**src/hw/rtl/csed_pkg.sv**
```systemverilog
// Shared types and constants of the control surface event decoder.
`default_nettype none
package csed_pkg;

	// Field widths of the stream items.
	localparam int CC_W     = 7;
	localparam int TARGET_W = 4;
	localparam int STEP_W   = 14;
	localparam int ROW_W    = 3;
	localparam int COL_W    = 4;
	localparam int SLOT_W   = 5;
	localparam int CFG_IDX_W = 3;

	// Divider operand: magnitude of remainder plus accelerated delta.
	localparam int NUM_W = 14;

	// Saturation limits of step_amount.
	localparam logic [NUM_W-1:0] STEP_POS_MAX = 14'd8191;
	localparam logic [NUM_W-1:0] STEP_NEG_MAX = 14'd8192;

	// Configuration register indexes.
	localparam logic [CFG_IDX_W-1:0] REG_BUTTON_BASE = 3'd0;
	localparam logic [CFG_IDX_W-1:0] REG_SPEED_DIAL  = 3'd1;
	localparam logic [CFG_IDX_W-1:0] REG_KNOB_BASE   = 3'd2;
	localparam logic [CFG_IDX_W-1:0] REG_STEP_DIV    = 3'd3;
	localparam logic [CFG_IDX_W-1:0] REG_ACCEL       = 3'd4;

	// Configuration reset values.
	localparam logic [CC_W-1:0] RST_BUTTON_BASE = 7'd112;
	localparam logic [CC_W-1:0] RST_SPEED_DIAL  = 7'd74;
	localparam logic [CC_W-1:0] RST_KNOB_BASE   = 7'd64;
	localparam logic [CC_W-1:0] RST_STEP_DIV    = 7'd2;
	localparam logic [CC_W-1:0] RST_ACCEL       = 7'd10;

	typedef enum logic [1:0] {
		KIND_KNOB = 2'd0,
		KIND_INC  = 2'd1,
		KIND_DEC  = 2'd2,
		KIND_JUMP = 2'd3
	} kind_t;

	typedef struct packed {
		logic [CC_W-1:0] button_base_cc;
		logic [CC_W-1:0] speed_dial_cc;
		logic [CC_W-1:0] knob_base_cc;
		logic [CC_W-1:0] step_divisor;
		logic [CC_W-1:0] acceleration;
	} cfg_t;

	// Classified event handed from the front to the back.
	typedef struct packed {
		logic                is_knob;
		kind_t               kind;
		logic [TARGET_W-1:0] target;
		logic [ROW_W-1:0]    row;
		logic [COL_W-1:0]    col;
		logic [SLOT_W-1:0]   slot;
		logic [STEP_W-1:0]   delta;
	} cmd_t;

	// Finished result item.
	typedef struct packed {
		kind_t               kind;
		logic [TARGET_W-1:0] target;
		logic [STEP_W-1:0]   step;
		logic [ROW_W-1:0]    row;
		logic [COL_W-1:0]    col;
	} result_t;

endpackage
`default_nettype wire

```
**src/hw/rtl/control_surface_event_decoder.sv**
```systemverilog
// Top level of the control surface event decoder.
`default_nettype none
// Decodes controller-change events from a control surface into knob steps,
// increment/decrement button results and chord jumps. The input stream takes
// one event per cycle while the four-entry command queue has room; button
// and speed-dial/knob classification and the button masks are settled in
// that cycle. The back end executes one queued command at a time: a button
// result is registered straight from the pop, while a knob event passes through
// pop, sum, the bit-serial divider by the knob scale and finish; the result
// register must drain before the next pop. Events that produce no result never
// enter the queue. Configuration writes are taken at any time (cfg_ready is
// always high) but must only be issued while the block is idle.
module control_surface_event_decoder #(
	parameter int BUTTON_COUNT   = 16,
	parameter int RELATIVE_KNOBS = 8
) (
	input  logic                           clk,
	input  logic                           arst_n,
	// Input events
	input  logic                           s_tvalid,
	output logic                           s_tready,
	input  logic [15:0]                    s_tdata,   // cc_number[6:0], cc_value[13:7]
	// Results
	output logic                           m_tvalid,
	input  logic                           m_tready,
	output logic [31:0]                    m_tdata,   // target_index[3:0], step_amount[17:4],
	                                                  // jump_row[20:18], jump_column[24:21]
	output logic [1:0]                     m_tuser,   // event_kind[1:0]
	// Configuration writes
	input  logic                           cfg_valid,
	output logic                           cfg_ready,
	input  logic [csed_pkg::CFG_IDX_W-1:0] cfg_index,
	input  logic [csed_pkg::CC_W-1:0]      cfg_data
);
	import csed_pkg::*;

	cfg_t    cfg_q;
	logic    q_full;
	logic    q_push;
	cmd_t    q_push_cmd;
	logic    q_pop;
	cmd_t    q_pop_cmd;
	logic    q_not_empty;
	result_t res;

	assign cfg_ready = 1'b1;

	// Configuration registers
	always_ff @(posedge clk or negedge arst_n) begin
		if (!arst_n) begin
			cfg_q.button_base_cc <= RST_BUTTON_BASE;
			cfg_q.speed_dial_cc  <= RST_SPEED_DIAL;
			cfg_q.knob_base_cc   <= RST_KNOB_BASE;
			cfg_q.step_divisor   <= RST_STEP_DIV;
			cfg_q.acceleration   <= RST_ACCEL;
		end else if (cfg_valid && cfg_ready) begin
			case (cfg_index)
				REG_BUTTON_BASE: cfg_q.button_base_cc <= cfg_data;
				REG_SPEED_DIAL:  cfg_q.speed_dial_cc  <= cfg_data;
				REG_KNOB_BASE:   cfg_q.knob_base_cc   <= cfg_data;
				REG_STEP_DIV:    cfg_q.step_divisor   <= cfg_data;
				REG_ACCEL:       cfg_q.acceleration   <= cfg_data;
				default: begin
				end
			endcase
		end
	end

	csed_front #(
		.BUTTON_COUNT  (BUTTON_COUNT),
		.RELATIVE_KNOBS(RELATIVE_KNOBS)
	) u_front (
		.clk      (clk),
		.arst_n   (arst_n),
		.cfg      (cfg_q),
		.in_valid (s_tvalid),
		.in_ready (s_tready),
		.cc_number(s_tdata[6:0]),
		.cc_value (s_tdata[13:7]),
		.q_full   (q_full),
		.push     (q_push),
		.push_cmd (q_push_cmd)
	);

	csed_queue #(
		.DEPTH(4)
	) u_queue (
		.clk      (clk),
		.arst_n   (arst_n),
		.push     (q_push),
		.push_cmd (q_push_cmd),
		.full     (q_full),
		.pop      (q_pop),
		.pop_cmd  (q_pop_cmd),
		.not_empty(q_not_empty)
	);

	csed_back #(
		.RELATIVE_KNOBS(RELATIVE_KNOBS)
	) u_back (
		.clk      (clk),
		.arst_n   (arst_n),
		.cfg      (cfg_q),
		.q_valid  (q_not_empty),
		.q_pop    (q_pop),
		.q_cmd    (q_pop_cmd),
		.out_valid(m_tvalid),
		.out_ready(m_tready),
		.out_res  (res)
	);

	// Result packing
	assign m_tdata = {7'b0, res.col, res.row, res.step, res.target};
	assign m_tuser = res.kind;

endmodule
`default_nettype wire

```
**src/hw/rtl/csed_queue.sv**
```systemverilog
// Short command queue between the decode front and the execution back.
`default_nettype none
module csed_queue #(
	parameter int DEPTH = 2
) (
	input  logic           clk,
	input  logic           arst_n,
	input  logic           push,
	input  csed_pkg::cmd_t push_cmd,
	output logic           full,
	input  logic           pop,
	output csed_pkg::cmd_t pop_cmd,
	output logic           not_empty
);
	import csed_pkg::*;

	localparam int PTR_W = (DEPTH > 1) ? $clog2(DEPTH) : 1;
	localparam int CNT_W = $clog2(DEPTH + 1);

	cmd_t             mem_q [DEPTH];
	logic [PTR_W-1:0] wr_ptr_q;
	logic [PTR_W-1:0] rd_ptr_q;
	logic [CNT_W-1:0] count_q;

	assign full      = (count_q == CNT_W'(DEPTH));
	assign not_empty = (count_q != '0);
	assign pop_cmd   = mem_q[rd_ptr_q];

	// Pointers and fill count
	always_ff @(posedge clk or negedge arst_n) begin
		if (!arst_n) begin
			wr_ptr_q <= '0;
			rd_ptr_q <= '0;
			count_q  <= '0;
		end else begin
			if (push) begin
				wr_ptr_q <= (wr_ptr_q == PTR_W'(DEPTH - 1)) ? '0 : wr_ptr_q + 1'b1;
			end
			if (pop) begin
				rd_ptr_q <= (rd_ptr_q == PTR_W'(DEPTH - 1)) ? '0 : rd_ptr_q + 1'b1;
			end
			if (push && !pop) begin
				count_q <= count_q + 1'b1;
			end else if (pop && !push) begin
				count_q <= count_q - 1'b1;
			end
		end
	end

	// Entry storage, no reset needed
	always_ff @(posedge clk) begin
		if (push) begin
			mem_q[wr_ptr_q] <= push_cmd;
		end
	end

endmodule
`default_nettype wire

```
**src/hw/rtl/csed_front.sv**
```systemverilog
// Decode front: classifies events, tracks buttons and chords, scales knob deltas.
`default_nettype none
module csed_front #(
	parameter int BUTTON_COUNT   = 16,
	parameter int RELATIVE_KNOBS = 8
) (
	input  logic                      clk,
	input  logic                      arst_n,
	input  csed_pkg::cfg_t            cfg,
	input  logic                      in_valid,
	output logic                      in_ready,
	input  logic [csed_pkg::CC_W-1:0] cc_number,
	input  logic [csed_pkg::CC_W-1:0] cc_value,
	input  logic                      q_full,
	output logic                      push,
	output csed_pkg::cmd_t            push_cmd
);
	import csed_pkg::*;

	localparam int HALF   = BUTTON_COUNT / 2;
	localparam int BIDX_W = $clog2(BUTTON_COUNT);
	localparam logic [BUTTON_COUNT-1:0] TOP_MASK =
		BUTTON_COUNT'((64'd1 << HALF) - 64'd1);
	localparam logic [BUTTON_COUNT-1:0] BOT_MASK = ~TOP_MASK;

	logic [BUTTON_COUNT-1:0] held_q;
	logic [BUTTON_COUNT-1:0] chord_q;

	logic                    accept;
	logic                    pressed;
	logic [CC_W:0]           diff_b;
	logic [CC_W:0]           diff_k;
	logic                    ge_b;
	logic                    in_btn;
	logic                    in_top;
	logic                    in_bot;
	logic                    in_knob;
	logic [BUTTON_COUNT-1:0] btn_bit;
	logic [BUTTON_COUNT-1:0] held_next;
	logic [BUTTON_COUNT-1:0] chord_mid;
	logic [BUTTON_COUNT-1:0] chord_next;
	logic                    chord_bottom;
	logic [COL_W-1:0]        col;
	logic signed [7:0]       d8;
	logic signed [7:0]       a8;
	logic signed [15:0]      prod;
	logic                    big_step;
	logic [STEP_W-1:0]       delta;
	logic                    has_result;
	cmd_t                    cmd;

	assign in_ready = !q_full;
	assign accept   = in_valid && in_ready;
	assign pressed  = (cc_value != '0);

	// Range tests against the configured controller numbers
	always_comb begin
		diff_b  = {1'b0, cc_number} - {1'b0, cfg.button_base_cc};
		diff_k  = {1'b0, cc_number} - {1'b0, cfg.knob_base_cc};
		ge_b    = (cc_number >= cfg.button_base_cc);
		in_btn  = ge_b && (diff_b < (CC_W+1)'(BUTTON_COUNT));
		in_top  = ge_b && (diff_b < (CC_W+1)'(HALF));
		in_bot  = ge_b && (diff_b >= (CC_W+1)'(HALF)) && (diff_b < (CC_W+1)'(2 * HALF));
		in_knob = (cc_number >= cfg.knob_base_cc) &&
			(diff_k < (CC_W+1)'(RELATIVE_KNOBS));
	end

	// Held mask and chord latch update
	always_comb begin
		btn_bit = '0;
		btn_bit[diff_b[BIDX_W-1:0]] = 1'b1;
		chord_mid = (in_btn && pressed && (held_q != '0)) ? held_q : chord_q;
		if (in_btn) begin
			held_next = pressed ? (held_q | btn_bit) : (held_q & ~btn_bit);
		end else begin
			held_next = held_q;
		end
		chord_next   = (held_next == '0) ? '0 : chord_mid;
		chord_bottom = |(chord_mid & BOT_MASK);
	end

	// Knob delta: 7-bit two's complement, accelerated above one step
	always_comb begin
		d8       = {cc_value[CC_W-1], cc_value};
		a8       = {1'b0, cfg.acceleration};
		prod     = d8 * a8;
		big_step = !((cc_value == 7'h00) || (cc_value == 7'h01) || (cc_value == 7'h7f));
		delta    = big_step ? prod[STEP_W-1:0] : {{(STEP_W-8){d8[7]}}, d8};
	end

	// Command build
	always_comb begin
		cmd        = '0;
		has_result = 1'b0;
		col        = in_top ? COL_W'(diff_b + 8'd1) : COL_W'(diff_b - 8'(HALF) + 8'd1);
		if (in_top || in_bot) begin
			cmd.target = col;
			if (!pressed && (chord_mid == '0)) begin
				has_result = 1'b1;
				cmd.kind   = in_top ? KIND_INC : KIND_DEC;
			end else if (pressed && (chord_mid != '0)) begin
				has_result = 1'b1;
				cmd.kind   = KIND_JUMP;
				cmd.col    = col;
				cmd.row    = (in_top ? 3'd1 : 3'd2) + (chord_bottom ? 3'd2 : 3'd0);
			end
		end else if (cc_number == cfg.speed_dial_cc) begin
			has_result  = 1'b1;
			cmd.is_knob = 1'b1;
			cmd.kind    = KIND_KNOB;
			cmd.slot    = '0;
			cmd.delta   = delta;
		end else if (in_knob) begin
			has_result  = 1'b1;
			cmd.is_knob = 1'b1;
			cmd.kind    = KIND_KNOB;
			cmd.slot    = SLOT_W'(diff_k + 8'd1);
			cmd.delta   = delta;
		end
	end

	assign push     = accept && has_result;
	assign push_cmd = cmd;

	// Button state
	always_ff @(posedge clk or negedge arst_n) begin
		if (!arst_n) begin
			held_q  <= '0;
			chord_q <= '0;
		end else if (accept) begin
			held_q  <= held_next;
			chord_q <= chord_next;
		end
	end

endmodule
`default_nettype wire

```
**src/hw/rtl/csed_back.sv**
```systemverilog
// Execution back: knob remainders, serial divide by the scale, result register.
`default_nettype none
module csed_back #(
	parameter int RELATIVE_KNOBS = 8
) (
	input  logic              clk,
	input  logic              arst_n,
	input  csed_pkg::cfg_t    cfg,
	input  logic              q_valid,
	output logic              q_pop,
	input  csed_pkg::cmd_t    q_cmd,
	output logic              out_valid,
	input  logic              out_ready,
	output csed_pkg::result_t out_res
);
	import csed_pkg::*;

	localparam int KNOB_SLOTS = RELATIVE_KNOBS + 1;
	localparam int SIDX_W     = $clog2(KNOB_SLOTS);
	localparam int CNT_W      = $clog2(NUM_W);

	typedef enum logic [1:0] {
		S_IDLE,
		S_SUM,
		S_DIV,
		S_FIX
	} state_t;

	state_t            state_q;
	cmd_t              cmd_q;
	logic [7:0]        rem_mem_q [KNOB_SLOTS];
	logic              neg_q;
	logic [NUM_W-1:0]  num_q;
	logic [NUM_W-1:0]  quo_q;
	logic [CC_W-1:0]   rem_q;
	logic [CC_W-1:0]   div_q;
	logic [CNT_W-1:0]  cnt_q;
	logic              out_valid_q;
	result_t           out_q;

	logic [SIDX_W-1:0] idx;
	logic [14:0]       sum_c;
	logic [14:0]       mag_c;
	logic [CC_W:0]     r_sh;
	logic              r_ge;
	logic [STEP_W-1:0] step_c;
	logic [7:0]        rem_fix;

	assign idx       = cmd_q.slot[SIDX_W-1:0];
	assign q_pop     = (state_q == S_IDLE) && q_valid && !out_valid_q;
	assign out_valid = out_valid_q;
	assign out_res   = out_q;

	// Remainder plus delta, and its magnitude
	always_comb begin
		sum_c = {{7{rem_mem_q[idx][7]}}, rem_mem_q[idx]} + {cmd_q.delta[STEP_W-1], cmd_q.delta};
		mag_c = sum_c[14] ? (~sum_c + 15'd1) : sum_c;
	end

	// One restoring divide step
	always_comb begin
		r_sh = {rem_q, num_q[NUM_W-1]};
		r_ge = (r_sh >= {1'b0, div_q});
	end

	// Signed quotient with saturation, signed leftover
	always_comb begin
		if (!neg_q) begin
			step_c = (quo_q > STEP_POS_MAX) ? STEP_POS_MAX : quo_q;
		end else begin
			step_c = (quo_q > STEP_NEG_MAX) ? STEP_NEG_MAX : (~quo_q + 14'd1);
		end
		rem_fix = neg_q ? (~{1'b0, rem_q} + 8'd1) : {1'b0, rem_q};
	end

	// Sequencer, remainder store and result register
	always_ff @(posedge clk or negedge arst_n) begin
		if (!arst_n) begin
			state_q     <= S_IDLE;
			out_valid_q <= 1'b0;
			for (int i = 0; i < KNOB_SLOTS; i++) begin
				rem_mem_q[i] <= '0;
			end
		end else begin
			if (out_valid_q && out_ready) begin
				out_valid_q <= 1'b0;
			end
			case (state_q)
				S_IDLE: begin
					if (q_pop) begin
						cmd_q <= q_cmd;
						if (q_cmd.is_knob) begin
							state_q <= S_SUM;
						end else begin
							out_q.kind   <= q_cmd.kind;
							out_q.target <= q_cmd.target;
							out_q.step   <= '0;
							out_q.row    <= q_cmd.row;
							out_q.col    <= q_cmd.col;
							out_valid_q  <= 1'b1;
						end
					end
				end
				S_SUM: begin
					neg_q   <= sum_c[14];
					num_q   <= mag_c[NUM_W-1:0];
					rem_q   <= '0;
					quo_q   <= '0;
					cnt_q   <= '0;
					div_q   <= (cfg.step_divisor == '0) ? CC_W'(1) : cfg.step_divisor;
					state_q <= S_DIV;
				end
				S_DIV: begin
					rem_q <= r_ge ? CC_W'(r_sh - {1'b0, div_q}) : r_sh[CC_W-1:0];
					num_q <= {num_q[NUM_W-2:0], 1'b0};
					quo_q <= {quo_q[NUM_W-2:0], r_ge};
					cnt_q <= cnt_q + 1'b1;
					if (cnt_q == CNT_W'(NUM_W - 1)) begin
						state_q <= S_FIX;
					end
				end
				S_FIX: begin
					rem_mem_q[idx] <= rem_fix;
					out_q.kind     <= KIND_KNOB;
					out_q.target   <= cmd_q.slot[TARGET_W-1:0];
					out_q.step     <= step_c;
					out_q.row      <= '0;
					out_q.col      <= '0;
					out_valid_q    <= 1'b1;
					state_q        <= S_IDLE;
				end
				default: begin
					state_q <= S_IDLE;
				end
			endcase
		end
	end

endmodule
`default_nettype wire

```
**config.mk**
```make
export PLATFORM = sky130hd
export DESIGN_NAME = control_surface_event_decoder
export DESIGN_NICKNAME = d
export VERILOG_FILES = /design/src/hw/rtl/csed_pkg.sv /design/src/hw/rtl/control_surface_event_decoder.sv /design/src/hw/rtl/csed_queue.sv /design/src/hw/rtl/csed_front.sv /design/src/hw/rtl/csed_back.sv
export SDC_FILE = /design/constraint.sdc
export NUM_CORES = 1
export LEC_CHECK = 0
export BUFFER_PORTS_ARGS = -buffer_cell sky130_fd_sc_hd__clkbuf_2
export CORE_MARGIN = 3
export CORE_UTILIZATION = 63
export CTS_BUF_LIST = sky130_fd_sc_hd__clkbuf_8
export CTS_CLUSTER_SIZE = 16
export DETAILED_ROUTE_END_ITERATION = 10
export PLACE_DENSITY = 0.81
export SYNTH_ARGS = -nofsm -noshare
export SYNTH_HDL_FRONTEND = slang
export SYNTH_SLANG_ARGS = --single-unit
```
**constraint.sdc**
```tcl
create_clock -name clk -period 5.95 [get_ports clk]
set_clock_uncertainty 0.2 [all_clocks]
set_input_delay 0.595 -clock clk [delete_from_list [all_inputs] [get_ports clk]]
set_output_delay 0.595 -clock clk [all_outputs]
set_load 0.03 [all_outputs]
```
# After elaboration in Yosys (flattened, before gate mapping)
# Memory sizes are Yosys's and may differ from the RTL's.
# Index checks and enable logic that the tools add are counted.
# word_totals
regBits	241
ramBits	132
input_bits	31
output_inout_bits	37
wordCells	202
memories	1
# op_classes
addsub	17
mul	1
magnitude_cmp	13
n_eq_ne	18
mux	61
bitwise	7
n_reduce_logical	50
# memory_table
memory	depth	word_bits	rd	rd_ports_with_merged_regs	wr	line_no	rtl
u_queue.mem_q	4	33	1	0	1	csed_queue.sv:20	cmd_t mem_q [DEPTH];
# ops
op	count
$bwmux 72	1
$mux 14	5
$mux 16	4
$mux 19	3
$pmux 14 s2	2
$mux 27	2
$pmux 27 s2	1
$bmux 8 s4	1
$demux 8 s4	1
$logic_not 16->1	2
$mux 8	4
$reduce_bool 16->1	2
$add 14x1->14 const B	2
$not 14->14	2
$mux 2	11
$mux 7	3
$logic_and 1x1->1	18
$and 16x16->16	1
$lt 8x4->1 const B	2
$not 16->16	1
$or 16x16->16	1
$sub 7x7->8	2
$add 8x14->15	1
$ge 7x7->1	2
other kinds (53)	93

# Depth between registers and ports, before layout
# Gate-level depths: netlist of the first run.
# depth
depth_word	16
ltp_mapped	25

# Cells and area by module
# A second synthesis of the first run with hierarchy kept.
# unflattened
cells_unflattened	1660
area_unflattened_um2	20160.6
# by_module_without_submodules
module	n_inst	cells_each	area_per_inst_um2
csed_back	1	833	8841.0
csed_queue	1	210	5227.5
csed_front	1	529	4664.5
control_surface_event_decoder	1	88	1427.6

# Worst setup path before layout of the first run
# No wires, ideal clock.
# synth_timing
path_type	input port to flip-flop
start	in s_tdata[13]
end	mem u_queue.mem_q[0][13] (netlist name), data pin
setup_ns	0.283
arrival_time_ns	4.593
required_ns	5.467
path_slack_ns	0.874
path_stages	18
path_buffers	1
cell_sequence	clkbuf_1 -> nand2b_1 -> fa_1 -> fa_1 -> inv_1 -> fa_1 -> inv_1 -> fa_1 -> inv_1 -> ha_1 -> inv_1 -> o21bai_1 -> a21o_1 -> a21o_1 -> a31oi_1 -> o21ai_0 -> xnor2_1 -> a21oi_1
# synth_rtl
item	line_no	rtl
start, declared	control_surface_event_decoder.sv:22	input logic [15:0] s_tdata,
end, declared	csed_queue.sv:20	

==> results of run 1 <==
[per-layer routing]
metal	GRT usage, %	wire (um)
met5	0	0
met4	9.08	1160
met3	3.69	2450
met2	41.2	20000
met1	32.1	16300
[per-stage QoR]
stage	hold slack (ns)	util, %	setup WS [ns]	power, uW
after global routing	0.0917	71.3	0.636	11300
after global placement	0.256	67.0	0.746	8020
final	0.0999	71.3	0.854	10600
after detailed placement	0.263	67.0	0.610	8250
after CTS	0.0571	71.3	0.864	10700
after floorplan	0.0994	-	0.874	7210
[logic make-up (layout without fill, tap and decap cells)]
group,Yosys count,in the layout
multiplexers,105,105
flip-flops,369,369
adder cells (fa/ha/maj),124,124
AO/OA/AOI/OAI,336,336
other,2,8
XOR/XNOR,66,66
buffers and inverters,187,299
AND/OR/NAND/NOR,459,459
[power breakdown]
| group | total [uW] | internal (uW) | switching, uW |
|---|---|---|---|
| sequential | 3970 | 3540 | 431 |
| clock | 2350 | 1350 | 1000 |
| combinational | 4280 | 1810 | 2470 |
[synthesized netlist by cell type (all sizes together) (3+ instances only)]
master	count
a211oi	9
a21boi	4
a21o	16
a21oi	62
a22oi	24
a31oi	10
and2	71
and3	3
buf	24
clkbuf	60
dfrtp	139
dfstp	10
edfxtp	220
fa	30
ha	94
inv	102
mux2	42
mux2i	15
mux4	48
nand2	138
nand2b	16
nand3	17
nand4	5
nor2	120
nor2b	21
nor3	27
nor3b	4
nor4	18
o211a	3
o211ai	3
o21a	5
o21ai	140
o21bai	4
o221ai	3
o22a	12
o22ai	6
o31a	6
o31ai	13
or2	3
or3	10
xnor2	36
xor2	30
[area by class of cell]
cell class                      count  share of cell area, %
Tap cell                          390                   2.27
Clock inverter                     38                   1.53
Multi-Input combinational cell   1098                   39.2
Timing Repair Buffer               87                   2.42
Inverter                          103                   1.80
Sequential cell                   369                   48.2
Clock buffer                       71                   4.55
[worst max-delay path: stages, from the launching register on]
cell      delay (ns)
dfrtp_1         0.46
nand2b_1        0.20
fa_1            0.52
fa_1            0.54
inv_1           0.05
fa_1            0.53
inv_1           0.05
fa_1            0.53
inv_1           0.04
ha_1            0.28
inv_1           0.10
o21bai_1        0.13
a21o_1          0.21
a21o_1          0.22
a31oi_1         0.24
o21ai_0         0.16
xnor2_1         0.15
a21oi_1         0.27
[how the worst max path moves through the flow]
stage,from,end,slack [ns],cells past startpoint
6_report,cfg_q[0],u_queue.mem_q[3][13],0.85,17
3_3_place_gp,s_tdata[13],u_queue.mem_q[0][13],0.75,18
4_1_cts,cfg_q[0],u_queue.mem_q[3][13],0.86,17
2_1_floorplan,s_tdata[13],u_queue.mem_q[0][13],0.87,18
3_5_place_dp,s_tdata[13],u_queue.mem_q[0][13],0.61,18
5_1_grt,cfg_q[0],u_queue.mem_q[3][13],0.64,17
[state kept, by name, indices dropped and copies added, names as in the netlist, 14 cells and up]
register and count:
u_back.out_res 27, u_back.rem_mem_q 72, u_front.chord_q 16, u_back.cmd_q 18, u_back.quo_q 14, u_back.num_q 14
u_queue.mem_q 128, cfg_q 35, u_front.held_q 16
[timing repair]
item / CTS / global route
buffers inserted: 0 / 0
hold endpoints to repair: 62 / 0
hold buffers: 1 / 0
==> metrics.md, run 1 <==
| Metric | Value |
|---|---|
| Initial antenna violation count | 0 |
| Setup CP Type | reg -> reg |
| Largest net degree at the start of global routing | 80 |
| Share of cells above drive strength 1 | 16.9% |
| First-pass GRT wire length | roughly 65000 um |
| Cts bufs inserted | between 50 and 60 |
| R2r setup slk | between 0.8 and 0.9 ns |
| Compound-gate portion of the synthesized area | 10.8% |
| Synth Instances | 1648 |
| Crit path launch type | register |
| Dpl hpwl | about 27000 um |
| RR Startpoint | cfg_q[0] |
| CP Capture Type | register |
| Pwr Density | about 490 nW/um^2 |
| Bufs on Longest Clock Path | 3 |
| Critical Path RT | between 6 and 7 ns |
| CTS tree | built |
| TritonCTS Sinks | roughly 370 |
| Ranking of synthesized cells by area | edfxtp_1, dfrtp_1, ha_1 |
| Fin. max-slew vios | 0 |
| Routability Congestion | 0.891 |
| Placed cell area | slightly above 20000 um^2 |
| Starting DRC count in detailed routing | a little over 900 |
| Fraction of registers with async set/reset | 40.4% |
| Worst min path class | in -> reg |
| Hold Vio Cnt, Final | 0 |
| # resized after CTS | 0 |
| Largest family of logic cells by synthesized area | simple AND/OR/NAND/NOR gates |
| Core area | about 30000 um^2 |
| GRT Residual Overflow | 0 |
| Clk slew on worst S/H paths | approximately 0.070 ns |
| Worst IR drop on VDD | 0.313 mV |
| Worst-Margin Slew | between 1 and 1.5 ns |
| Most frequent cells in the layout | edfxtp_1, nand2_1, dfrtp_1, o21ai_0, nor2_1 |
| Leading cell type in the layout, fill and taps excluded | edfxtp_1 |
| Fmax | 0.196 GHz |
| Final nets | between 1500 and 2000 |
| Hold EP | cfg_q[33] |
| Ys Warns | 0 |
| CTS H-Tree Depth | 2 |
| Yosys reg bits | about 370 |
| Post-synthesis simple-gate area fraction | a little under an eighth |
| Finished Layout Cells | 2156 |
| Initial Util | between 60% and 70% |
| Setup tns final | 0 ns |
| Area share of the largest cell type after synthesis | ~34% |
| Final period utilization | 85.6% |
| Synthesized area per cell | 11.8 um^2 |
| RSZ-0062 raised after global routing | false |
| Vias | 12900 |
| Die Ht | about 180 um |
| Final WL | roughly 40000 um |
| Vias in the first global route | 13100 |
| Status | completed |
| Placed Cells | just over 2000 |
| Ports | 68 |
| Die area | 33100 um^2 |
| Seq. cell area | 10300 um^2 |
| Slew headroom | between 20% and 30% |
| Synth unique cells | 76 |
| Post-Synth XOR/XNOR Area | roughly 3% |
| R2r endpoint | u_queue.mem_q[3][13] |
| Port Buf Inserts | 57 |
| Row Count | between 60 and 70 |
| Max FO, Critical Path | 8 |
| Antenna-violating nets left | 0 |
| Routed WL per cell | around 19 um |
| Most used DFF post-synth | edfxtp_1 |
| EDFF count, synth | 220 |
| Hold path cells | 3 |
| # setup viols final | 0 |
| Clock latency at the later pin of the worst-skew pair | ~0.61 ns |
| Via-to-Cell Ratio | 6.00 |
| Hold_sp | cfg_data[5] |
| GRT Total Usage | 24.3% |
| Area grow syn2layout | 10.1% |
| Min Tclk post-route | slightly above 5 ns |
| Fillers | between 2000 and 2500 |
| Antenna cell count | 0 |
| R2R depth | 17 |
| Proportion of synthesized area in mux cells | 8.74% |
| Yosys top cell by area | edfxtp_1 |
| Synthesized cell area | ~20000 um^2 |
| Sequential share of the synthesized area | a little over half |
| Pre-antenna DRT Iters | 6 |
| Final instance area | about 21000 um^2 |
| P_leak | between 0.008 and 0.009 uW |
| Die Wd | around 180 um |
| CP arrival | about 5.3 ns |
| Number of max-cap violations | 0 |
| Footprint of the multi-input gates | ~8400 um^2 |
| DR DRC count | 0 |
| Post-Synth Adder-Cell Area | a little under a tenth |
| Root Driver | clkbuf_8 |
No activity file was read; power rests on OpenSTA's default activity.
==> run 2: changes to the inputs <==
--- a/config.mk
+++ b/config.mk
@@ -7,11 +7,12 @@
 export LEC_CHECK = 0
 export BUFFER_PORTS_ARGS = -buffer_cell sky130_fd_sc_hd__clkbuf_2
 export CORE_MARGIN = 3
-export CORE_UTILIZATION = 63
+export CORE_UTILIZATION = 65
 export CTS_BUF_LIST = sky130_fd_sc_hd__clkbuf_8
 export CTS_CLUSTER_SIZE = 16
 export DETAILED_ROUTE_END_ITERATION = 10
-export PLACE_DENSITY = 0.81
+export GPL_ROUTABILITY_DRIVEN = 0
+export PLACE_DENSITY = 0.83
 export SYNTH_ARGS = -nofsm -noshare
 export SYNTH_HDL_FRONTEND = slang
 export SYNTH_SLANG_ARGS = --single-unit
==> metrics.md, run 2 (synthesis results as in run 1) <==
| Metric | Value |
|---|---|
| Fin. max-slew vios | 0 (unchanged) |
| CP max stage delay | 0.80 ns (was 0.54 ns) |
| Most frequent cells in the layout | edfxtp_1, nand2_1, dfrtp_1, o21ai_0, inv_1 (was edfxtp_1, nand2_1, dfrtp_1, o21ai_0, nor2_1) |
| Final WL | 39800 um (was 40000 um) |
| Leading cell type in the layout, fill and taps excluded | edfxtp_1 (unchanged) |
| Min Tclk post-route | 5.13 ns (was 5.10 ns) |
| Highest-delay cell along the critical path | a31oi_1 (was fa_1) |
| R2r setup slk | 0.82 ns (was 0.85 ns) |
| GR peak layer | met2 (unchanged) |
| Vias in the first global route | 12800 (was 13100) |
| Antenna-violating nets left | 0 (unchanged) |
| Via-to-Cell Ratio | 6.02 (was 6.00) |
| Cts bufs inserted | 56 (was 59) |
| Setup CP Type | reg -> reg (unchanged) |
| Crit path launch type | register (unchanged) |
| Placed Cells | 2041 (was 2046) |
| Post-CTS Setup Bufs | 0 (unchanged) |
| Initial Util | 66.9% (was 64.8%) |
| Die area | 32100 um^2 (was 33100 um^2) |
| Pwr Density | 480 nW/um^2 (was 493 nW/um^2) |
| GRT Total Usage | 25.7% (was 24.3%) |
| Core area | 29200 um^2 (was 30100 um^2) |
| Share of cells above drive strength 1 | 16.2% (was 16.9%) |
| Ports | 68 (unchanged) |
| Hold EP | u_back.out_valid (was cfg_q[33]) |
| Area grow syn2layout | 8.68% (was 10.1%) |
| Clock latency at the later pin of the worst-skew pair | 0.62 ns (was 0.61 ns) |
| Met2 usage | 43.2% (was 41.2%) |
| # setup viols final | 0 (unchanged) |
| Max FO, Critical Path | 12 (was 8) |
| Antenna cell count | 0 (unchanged) |
| RSZ-0062 raised after global routing | false (unchanged) |
| Hold Vio Cnt, Final | 0 (unchanged) |
| Most flop-heavy register | u_queue.mem_q (unchanged) |
| Grt met1 use | 34.5% (was 32.1%) |
| P_leak | 0.00877 uW (was 0.00887 uW) |
| Largest net degree at the start of global routing | 85 (was 80) |
| Largest regs | u_queue.mem_q (128), u_back.rem_mem_q (72), cfg_q (35) (unchanged) |
| TritonCTS Sinks | 369 (unchanged) |
| First-pass GRT wire length | 65200 um (was 65300 um) |
| Die Wd | 179 um (was 182 um) |
| Status | completed (unchanged) |
| Slew headroom | 30.4% (was 26.6%) |
| Routed WL per cell | 18.6 um (was 18.5 um) |
| Hold_sp | m_tready (was cfg_data[5]) |
| GRT met3 Usage | 4.34% (was 3.69%) |
| R2r endpoint | u_back.num_q[7] (was u_queue.mem_q[3][13]) |
| Worst-path cell chain | nor3_1 > buf_4 > a22oi_1 > o21ai_0 > ha_1 > fa_1 > a211oi_1 > o21ai_0 > a31o_2 > o221ai_1 > a31oi_1 > inv_1 > nand2_1 > xnor2_1 > mux2_2 (was nand2b_1 > fa_1 > fa_1 > inv_1 > fa_1 > inv_1 > fa_1 > inv_1 > ha_1 > inv_1 > o21bai_1 > a21o_1 > a21o_1 > a31oi_1 > o21ai_0 > xnor2_1 > a21oi_1) |
| Max reg flops | 128 (unchanged) |
| Starting DRC count in detailed routing | 969 (was 919) |
| Fmax | 0.195 GHz (was 0.196 GHz) |
| Fillers | 1913 (was 2028) |
| Most numerous cell on the critical path | o21ai_0 |
| # resized after CTS | 0 (unchanged) |
| Final period utilization | 86.2% (was 85.6%) |
| Hold path cells | 3 (unchanged) |
| CTS H-Tree Depth | 2 (unchanged) |
| Cts hold-fix bufs | 1 (unchanged) |
| Worst min path class | in -> reg (unchanged) |
| Port Buf Inserts | 57 (unchanged) |
| Die Ht | 179 um (was 182 um) |
| RR Startpoint | u_back.cmd_q[15] (was cfg_q[0]) |
| Worst IR drop on VDD | 0.302 mV (was 0.313 mV) |
| Worst-Margin Slew | 1.04 ns (was 1.09 ns) |
| Initial antenna violation count | 0 (unchanged) |
| Number of max-cap violations | 0 (unchanged) |
| Final nets | 1871 (was 1873) |
| CP Capture Type | register (unchanged) |
| Row Count | 62 (was 63) |
| Setup tns final | 0 ns (unchanged) |
| Finished Layout Cells | 2146 (was 2156) |
| Critical Path RT | 6.07 ns (was 6.15 ns) |
| Root Driver | clkbuf_8 (unchanged) |
| R2R depth | 15 (was 17) |
| CP arrival | 5.25 ns (was 5.29 ns) |
| CTS tree | built (unchanged) |
| Worst hold slack | 0.0847 ns (was 0.0999 ns) |
| DR DRC count | 0 (unchanged) |
| Bufs on Longest Clock Path | 3 (unchanged) |
| GRT Residual Overflow | 0 (unchanged) |
| Dpl hpwl | 27200 um (about the same) |
| Pre-antenna DRT Iters | 5 (was 6) |
| Clk slew on worst S/H paths | 0.06 ns (was 0.07 ns) |
| Vias | 12900 (about the same) |
run 2: changes by cell type in the layout (fill, tap and decap cells not counted), sizes merged:
cell / previous run / this run
buf: 30 / 31
bufinv: 6 / 1
clkbuf: 127 / 114
clkinv: 16 / 23
clkinvlp: 2 / 1
inv: 117 / 124
run 2: area by class of cell:
cell class / instances / area, um^2 / area share [%]
flip-flops and latches: 369 / 10300 / 48.8
repair buffers: 88 / 527 / 2.48
clock inverters: 46 / 229 / 1.08
clock buffers: 58 / 798 / 3.77
inverters: 103 / 387 / 1.82
well taps: 384 / 480 / 2.27
multi-input cells: 1098 / 8430 / 39.8
run 2: worst max-delay path by stage:
stage                startpoint                   end  cells after the start
6_report       u_back.cmd_q[15]       u_back.num_q[7]                     15
5_1_grt        u_back.cmd_q[15]       u_back.num_q[7]                     15
4_1_cts                cfg_q[1]  u_queue.mem_q[0][13]                     17
2_1_floorplan       s_tdata[13]  u_queue.mem_q[0][13]                     18
3_3_place_gp        s_tdata[13]  u_queue.mem_q[0][13]                     18
3_5_place_dp        s_tdata[13]  u_queue.mem_q[1][13]                     18
run 2: critical path, delay by kind of cell, from the launching register on:
family	cells	cell delay, ns
flops	1	0.62
xor+xnor	1	0.07
fa+ha+maj	2	0.52
buf+inv	2	0.43
simple gates	2	0.73
mux	1	0.27
compound gates	7	1.99
run 2: per-layer routing:
layer | routed length (um) | vias to the layer above
li1 | - | 6054
met1 | 16600 | 6314
met2 | 19600 | 458
met3 | 2510 | 93
met4 | 1120 | 0
met5 | 0 | -
run 2: power breakdown:
group          switching (uW)  total [uW]  internal [uW]  leakage, uW
logic                    2450        4260           1810      0.00419
clock network             988        1940            953     0.000611
registers                 432        3970           3540      0.00397
total                    3870       10200           6300      0.00877
run 2: per-stage QoR:
stage / setup slack (ns) / power, uW / utilization [%] / cell area [um^2]
2_1_floorplan: 0.874 / 7210 / - / 19500
3_3_place_gp: 0.720 / 8010 / 69.1 / 20200
3_5_place_dp: 0.553 / 8250 / 69.1 / 20200
4_1_cts: 0.871 / 10200 / 72.7 / 21200
5_1_grt: 0.504 / 10900 / 72.7 / 21200
6_report: 0.822 / 10200 / 72.7 / 21200
